### config.mk
export PLATFORM = sky130hd
export DESIGN_NAME = rast_mul
export DESIGN_NICKNAME = d
export VERILOG_FILES = /design/src/rtl/core/rast_pkg.sv /design/src/rtl/core/rast_mul.sv
export SDC_FILE = /design/constraint.sdc
export NUM_CORES = 1
export LEC_CHECK = 0
export ABC_AREA = 1
export BUFFER_PORTS_ARGS = -buffer_cell sky130_fd_sc_hd__buf_2
export CAP_MARGIN = 40
export CORE_MARGIN = 2
export CORE_UTILIZATION = 40
export CTS_BUF_LIST = sky130_fd_sc_hd__clkbuf_2
export DETAILED_ROUTE_END_ITERATION = 12
export GPL_TIMING_DRIVEN = 0
export PLACE_DENSITY_LB_ADDON = 0.3
export SLEW_MARGIN = 20
export SYNTH_ARGS = -nofsm -noshare
export SYNTH_HDL_FRONTEND = slang
export SYNTH_SLANG_ARGS = --single-unit
### constraint.sdc
create_clock -name clk_i -period 16.84 [get_ports clk_i]
set_input_delay 2.526 -clock clk_i [delete_from_list [all_inputs] [get_ports clk_i]]
set_output_delay 2.526 -clock clk_i [all_outputs]
set_load 0.01 [all_outputs]
### src/rtl/core/rast_pkg.sv
// Shared types and constants for the range-add range-sum tree block.
package rast_pkg;

  localparam int unsigned DATA_W = 64;
  localparam int unsigned FUNC_W = 2;
  localparam int unsigned IDX_W  = 10;
  localparam int unsigned CNT_W  = 11;
  localparam int unsigned RST_COUNT = 1024;

  typedef enum logic [FUNC_W-1:0] {
    FUNC_LOAD  = 2'd0,
    FUNC_ADD   = 2'd1,
    FUNC_QUERY = 2'd2,
    FUNC_NONE  = 2'd3
  } func_e;

  typedef enum logic [3:0] {
    S_CLEAR,
    S_IDLE,
    S_PRE_RD,
    S_PRE_ACC,
    S_PRE_MUL,
    S_PRE_END,
    S_UPD_MUL,
    S_UPD_SET,
    S_UPD_RD,
    S_UPD_WR,
    S_DONE
  } state_e;

endpackage

### src/rtl/core/rast_mul.sv
// Shared registered multiplier: 64-bit value times a narrow position, wrapped to 64 bits.
module rast_mul import rast_pkg::*; #(
  parameter int unsigned BW = 11
) (
  input  logic              clk_i,
  input  logic [DATA_W-1:0] a_i,
  input  logic [BW-1:0]     b_i,
  output logic [DATA_W-1:0] p_o
);

  logic [DATA_W+BW-1:0] full;
  logic [DATA_W-1:0]    p_q;

  assign full = a_i * b_i;

  always_ff @(posedge clk_i) begin
    p_q <= full[DATA_W-1:0];
  end

  assign p_o = p_q;

endmodule

# Word-level counts from Yosys, hierarchy flattened
# Cells that the tools add are included.
# Widths: inputs -> output; s select.
[word_totals]
output_inout_bits = 64
mem_bits_rw = 0
n_memories = 0
wordCells = 2
latchBits = 0
rom_bits = 0
regBits = 64
input_bits = 76
[op_classes]
bitwise = 0
magnitude_cmp = 0
div_mod_pow = 0
n_shift = 0
muxes = 0
eq_ne = 0
n_reduce_logical = 0
multipliers = 1
add_sub_neg = 0
[ops]
columns = ["op", "count"]
rows = [
  ["$mul 64x11->64", 1],
]

# Longest topological paths before layout
# Gate-level depths: netlist of the first run.
[depth]
word_depth = 1
ltp_mapped = 28

# Least setup slack after synthesis of the first run
# OpenSTA, ideal clock, no wires.
[synth_path]
kind = "input-to-reg"
start = "input port b_i[5]"
end = "register p_q[63], in the netlist p_o[63]"
path_slack_ps = 9568
setup_ps = 112
stages = 26
n_path_buf = 3
t_arrival_ps = 7160
path_cell_list = "clkbuf_1 clkbuf_1 buf_1 nand2_1 fa_1 inv_1 fa_1 fa_1 fa_1 inv_1 fa_1 inv_1 ha_1 nand2_2 nor2_2 inv_2 nor2_2 inv_2 nor2_2 nand2_1 nand2_2 nand2_1 nand2_1 inv_1 nand2_1 nand2_1"
[synth_via]
elab_chain_cells = 1
[synth_lines]
columns = ["item", "line", "text"]
rows = [
  ["start: declaration", "rast_mul.sv:7", "input logic [BW-1:0] b_i,"],
  ["$mul 64x11->64", "rast_mul.sv:14", "assign full = a_i * b_i;"],
  ["named net full[63]", "rast_mul.sv:11", "logic [DATA_W+BW-1:0] full;"],
  ["end signal: assignment", "rast_mul.sv:17", "p_q <= full[DATA_W-1:0];"],
  ["end: declaration", "rast_mul.sv:12", "logic [DATA_W-1:0] p_q;"],
]
# The timed path passes the listed nets, and every way through them passes these cells.

# Final worst setup path of the first run
[layout_path]
start = "input port b_i[5]"
end = "register p_q[38], in the netlist p_o[38]"
# The elaborated chain is that of the path after synthesis.

==> flow_summary.yaml, run 1 <==
outcome:
  status: "finished clean"
timing:
  drv_slew: 0
  grt_setup_unrepaired: "no"
  fmax_mhz: 120
  period_needed_ps: 8340
  finalSetupViolCount: 0
  finalHoldViolations: 0
  worstMarginPinSlew_ps: 915
  setup_tns_ps: 0
  slew_headroom_pct: 39.0
  finalCritPeriodShare_pct: 49.5
critical_path:
  startpoint_type: "primary input"
  worst_ep_arrival_time_ps: 8760
  end_kind: "flip-flop"
  critical_path_class: "primary input to flip-flop"
  required_ps: 17260
  crit_path_max_fanout: 10
floorplanning:
  die_area_um2: 57900
  rows: 86
  placeableCoreArea_um2: 55200
  die_y_um: 241
  io_pins: 140
  initial_core_util_pct: 40.6
  fp.dieW_um: 241
global_route:
  antenna_found_initial: 8
  grt_max_degree: 12
  first_global_vias: 20400
  grt_pass1_wl_um: 115000
  overflow: 0
  track_usage_pct: 26.7
place:
  io_buffers: 129
  dp_hpwl_um: 64000
  place_area_um2: 24200
  place.gp.congestion: 0.963
final_layout:
  fin_nets: 3923
  n_fill_cell: 5841
  area_delta_synth_final_pct: 8.61
  final_area_um2: 24300
  largest_register_ffs: 64
  drive_gt1_share_pct: 7.20
worst_hold_path:
  hold_path_class: "primary input to flip-flop"
yosys:
  synth_edf_count: 0
  ys.flop_type: "dfxtp_1"
  synth_nets: 3764
  synth_area_per_cell_um2: 7.23
  ys.warnings.count: 0
  synth_cell_types: 35
  ys_seq_area_share_pct: 5.72
  ys_ff_latch: 64
  synth_area_um2: 22400
  ys_async_sr_fraction_pct: 0
  synthCells: 3100
run:
  drv_cap: 0
clock_network:
  cts_buffers: 9
  cts_htree_levels: 3
  cts_sinks: 64
  clk_pin_slew_ps: 150
  cts_buffer_depth: 2
  cts_hold_buf: 0
  cts_resized: 0
  cts-root-buf: "clkbuf_2"
  cts_tree: "done"
  cts_setup_buffers: 0
routing:
  drcViolationCount: 0
  wl_um: 73600
  initialDrtViolationCount: 1364
  ant_nets: 0
  dr_total_vias: 19600
  via_per_inst: 4.88
  detail_route.wl_per_cell_um: 18.3
  first_pass_iters: 6
placed cells by master (no fill, tap or decap), drive strengths merged, types with 3 or more instances in the layout:
cell type,count
inv,807
nand4,25
buf,179
a21oi,69
nor3,8
nand3b,3
fa,507
ha,81
and3,3
clkinv,5
o21ai,30
a21o,4
dfxtp,64
xor2,27
nand2,1113
nor2,122
xnor2,5
clkbuf,107
o21bai,16
nand3,80
layer usage:
metal,up-vias,global-route usage (%),wire [um]
met5,-,0,14
met4,4,10.3,3100
met3,164,4.31,5730
met2,847,45.8,35200
met1,9476,33.7,29600
li1,9075,-,-
area by class of cell:
type | instances | area (um2) | share of cell area [%]
Multi-Input combinational cell | 2098 | 17600 | 72.3
Inverter | 809 | 3040 | 12.5
Sequential cell | 64 | 1280 | 5.26
Tap cell | 748 | 936 | 3.84
Timing Repair Buffer | 148 | 882 | 3.62
Buffer | 129 | 494 | 2.03
Clock inverter | 6 | 61.3 | 0.252
Clock buffer | 9 | 45.0 | 0.185
Antenna cell | 2 | 5.00 | 0.0206
worst paths after layout:
kind               start              end  slack, ps  depth (start not counted)
hold / removal    a_i[0]   p_o[0]$_DFF_P_       2120                          3
setup / recovery  b_i[5]  p_o[38]$_DFF_P_       8500                         24
cells in the mapped netlist, drive strengths merged (5+ instances only):
master  number  area share, %
nand2     1113             19
fa         507             45
nor3         8           0.22
nor2       122            2.4
xor2        27            1.1
inv        807             14
xnor2        5           0.20
o21bai      16           0.54
clkbuf      98            1.6
nand4       25           0.70
a21oi       69            1.6
nand3       80            2.0
o21ai       30           0.67
dfxtp       64            5.7
buf         31           0.56
ha          81            4.5
critical path, stage by stage:
cell and delay (ps):
clkbuf_1 520, clkbuf_1 450, buf_8 220, buf_1 520
nand2_1 170, fa_1 580, inv_1 60, fa_1 550
fa_1 430, fa_1 490, inv_1 50, fa_1 490
inv_1 50, ha_1 390, nand2_1 110, inv_2 50
a21oi_1 220, o21ai_1 190, a21oi_1 190, nand2_2 120
nand2_1 100, nand2_1 50, nand2_1 50, nand2_1 180
logic make-up (layout without fill, tap and decap cells):
| logic type | count (synthesis) | in the layout | synth area share [%] |
|---|---|---|---|
| simple gates | 1357 | 1357 | 24.5 |
| buf+inv | 938 | 1101 | 15.8 |
| fa+ha+maj | 588 | 588 | 49.8 |
| compound gates | 121 | 121 | 3.00 |
| flops | 64 | 64 | 5.72 |
| xor+xnor | 32 | 32 | 1.25 |
| other cells | 0 | 2 | 0 |
metrics by stage:
| stage | hold WS, ps | std cells | setup WS (ps) | util [%] |
|---|---|---|---|---|
| final | 2120 | 4013 | 8500 | 44.1 |
| after floorplan | 2620 | 3100 | 9570 | - |
| after CTS | 2040 | 4008 | 8750 | 44.0 |
| after global placement | 2730 | 3977 | 7720 | 43.5 |
| after detailed placement | 2730 | 3993 | 7930 | 43.8 |
| after global routing | 2050 | 4013 | 8410 | 44.1 |
Power of run 1 is left out: the tool's default activity adds up to more than one toggle a clock period on the data nets, which glitch-free logic cannot reach.
==> run 2: changes to the inputs <==
ABC_AREA = 0   (was 1)
clock period = 8.3 ns   (was 16.84 ns; I/O delays follow)
==> run 2 against run 1 <==
Sequential share of layout area is 0.58 points higher; largest cell class unchanged; clock-buffer cell count stayed put; utilization is 0.28 points lower; final area is 9.9% lower; routed wire length is 21% lower; flip-flop and latch count stayed put; global-route usage is 3.1 points lower; critical path depth stayed put; highest routed layer is now met4; worst hold slack worse by 1500 ps.
==> flow_summary.yaml, run 2 <==
yosys:
  ys_ff_latch: 64
  synthAdderAreaFrac_pct: 55.1
  ys_seq_area_share_pct: 6.32
  synth-simple-area-share_pct: 18.7
  ys.flop_type: "dfxtp_1"
  synthXorXnorAreaFrac_pct: 3.24
  yosysMostFrequentCell: "fa_1"
  synth_top_family_by_area: "adder cells"
  synth_area_leaders: "fa_1, nand2_1, and2_1"
  synth_cell_types: 58
  synth_edf_count: 0
  synthCells: 2261
  synth_compound_area_share_pct: 6.62
  ys_async_sr_fraction_pct: 0
  synth_area_leader_cell: "fa_1"
  synth_top_area_share_pct: 50.1
  synth_area_per_cell_um2: 8.96
  synth_area_um2: 20300
  synth_nets: 2925
  ys.warnings.count: 0
  synth_common_cells: "fa_1, nand2_1, inv_1, and2_1, clkbuf_1"
  muxShareOfSynthArea_pct: 0.0494
timing:
  drv_slew: 0
  period_needed_ps: 8060
  finalHoldViolations: 0
  finalCritPeriodShare_pct: 97.1
  fmax_mhz: 124
  grt_setup_unrepaired: "no"
  finalSetupViolCount: 0
  slew_headroom_pct: 43.2
  worstMarginPinSlew_ps: 852
critical_path:
  end_kind: "flip-flop"
  worst_ep_arrival_time_ps: 8770
  required_ps: 9010
  crit_path_max_fanout: 10
  critical_path_class: "primary input to flip-flop"
  critPathSlowestCell: "nor4_1"
  startpoint_type: "primary input"
  cpMostUsedCell: "fa_1"
  cpPeakStageDelay_ps: 640
  cp_cell_sequence: "buf_2 -> clkbuf_1 -> clkbuf_2 -> nand2_1 -> fa_1 -> inv_1 -> fa_1 -> fa_1 -> fa_1 -> inv_1 -> fa_1 -> inv_1 -> ha_1 -> clkbuf_1 -> nand4_1 -> nor4_1 -> o21ai_0 -> a31oi_1 -> nor2_1 -> buf_4 -> o31ai_2 -> a311oi_1 -> o21ai_0 -> xor2_1"
clock_network:
  cts_buffer_depth: 2
  cts_sinks: 64
  clk_pin_slew_ps: 250
  cts_hold_buf: 0
  cts_tree: "done"
  cts_buffers: 9
  cts-root-buf: "clkbuf_2"
  cts_htree_levels: 3
final_layout:
  fin_cells: 3089
  final_common_cell: "fa_1"
  drive_gt1_share_pct: 7.51
  largest_register_ffs: 64
  fin_nets: 3070
  final_area_um2: 21900
  n_fill_cell: 5031
  area_delta_synth_final_pct: 8.25
  final_cell_mix: "fa_1, nand2_1, inv_1, and2_1"
floorplanning:
  placeableCoreArea_um2: 50100
  rows: 82
  fp.dieW_um: 229
  die_y_um: 229
  io_pins: 140
  die_area_um2: 52500
  initial_core_util_pct: 40.5
run:
  drv_cap: 0
routing:
  drcViolationCount: 0
  dr_total_vias: 15600
  via_per_inst: 5.06
  ant_nets: 0
  first_pass_iters: 5
  detail_route.wl_per_cell_um: 18.9
  initialDrtViolationCount: 1034
  wl_um: 58300
global_route:
  first_global_vias: 17300
  overflow: 0
  antenna_found_initial: 3
  track_usage_pct: 23.6
  grt_pass1_wl_um: 95600
  grt_max_degree: 13
place:
  dp_hpwl_um: 49800
  place.gp.congestion: 0.928
  io_buffers: 130
  place_area_um2: 21800
  place_inst: 3066
outcome:
  status: "finished clean"
worst_hold_path:
  hold_path_class: "primary input to flip-flop"
## run 2: repair_timing
action,CTS,global route
setup endpoints to repair,3,2
pin swaps,0,0
resized for setup,1,2
setup buffers,0,0
## run 2: path summary, 6_finish.rpt
check	from	endpoint	slack (ps)	cells after the start
hold / removal	a_i[0]	p_o[0]$_DFF_P_	640	2
setup / recovery	b_i[5]	p_o[57]$_DFF_P_	240	24
## run 2: layout make-up
| cell class | count | area [um2] | share of cell area [%] |
|---|---|---|---|
| diodes | 6 | 15.0 | 0.0684 |
| plain buffers | 149 | 594 | 2.71 |
| clock buffers | 9 | 45.0 | 0.205 |
| clock inverters | 7 | 72.6 | 0.331 |
| inverters | 380 | 1430 | 6.50 |
| multi-input cells | 1668 | 17000 | 77.4 |
| flip-flops and latches | 64 | 1280 | 5.84 |
| well taps | 672 | 841 | 3.83 |
| repair buffers | 134 | 692 | 3.15 |
## run 2: critical path: cells and delay by family
kind	cells	cell delay [ps]
simple gates	4	1100
compound gates	5	1630
fa+ha+maj	6	2810
buf+inv	8	1770
xor+xnor	1	190
## run 2: layer usage
layer	part of all wire, %	vias up	GRT usage [%]
met5	0	-	0
met4	4.1	0	9.92
met3	6.8	128	5.13
met2	47	555	38.5
met1	42	7948	30.3
li1	-	7002	-
## run 2: logic make-up (layout without fill, tap and decap cells)
kind of cell,Yosys count,in the layout
AND/OR/NAND/NOR,806,806
adder cells (fa/ha/maj),588,588
buffers and inverters,529,679
AO/OA/AOI/OAI,198,198
XOR/XNOR,75,75
flip-flops,64,64
multiplexers,1,1
other,0,6
## run 2: per-stage QoR
step	setup TNS (ps)	setup WS, ps	hold WS [ps]	utilization (%)
after CTS	0	43.8	532	43.8
final	0	238	638	43.8
after detailed placement	-5470	-1080	1480	43.5
after floorplan	0	1480	1370	-
after global placement	-4950	-994	1470	43.5
after global routing	0	96.0	562	43.8
Power of run 2 is left out for the same reason.
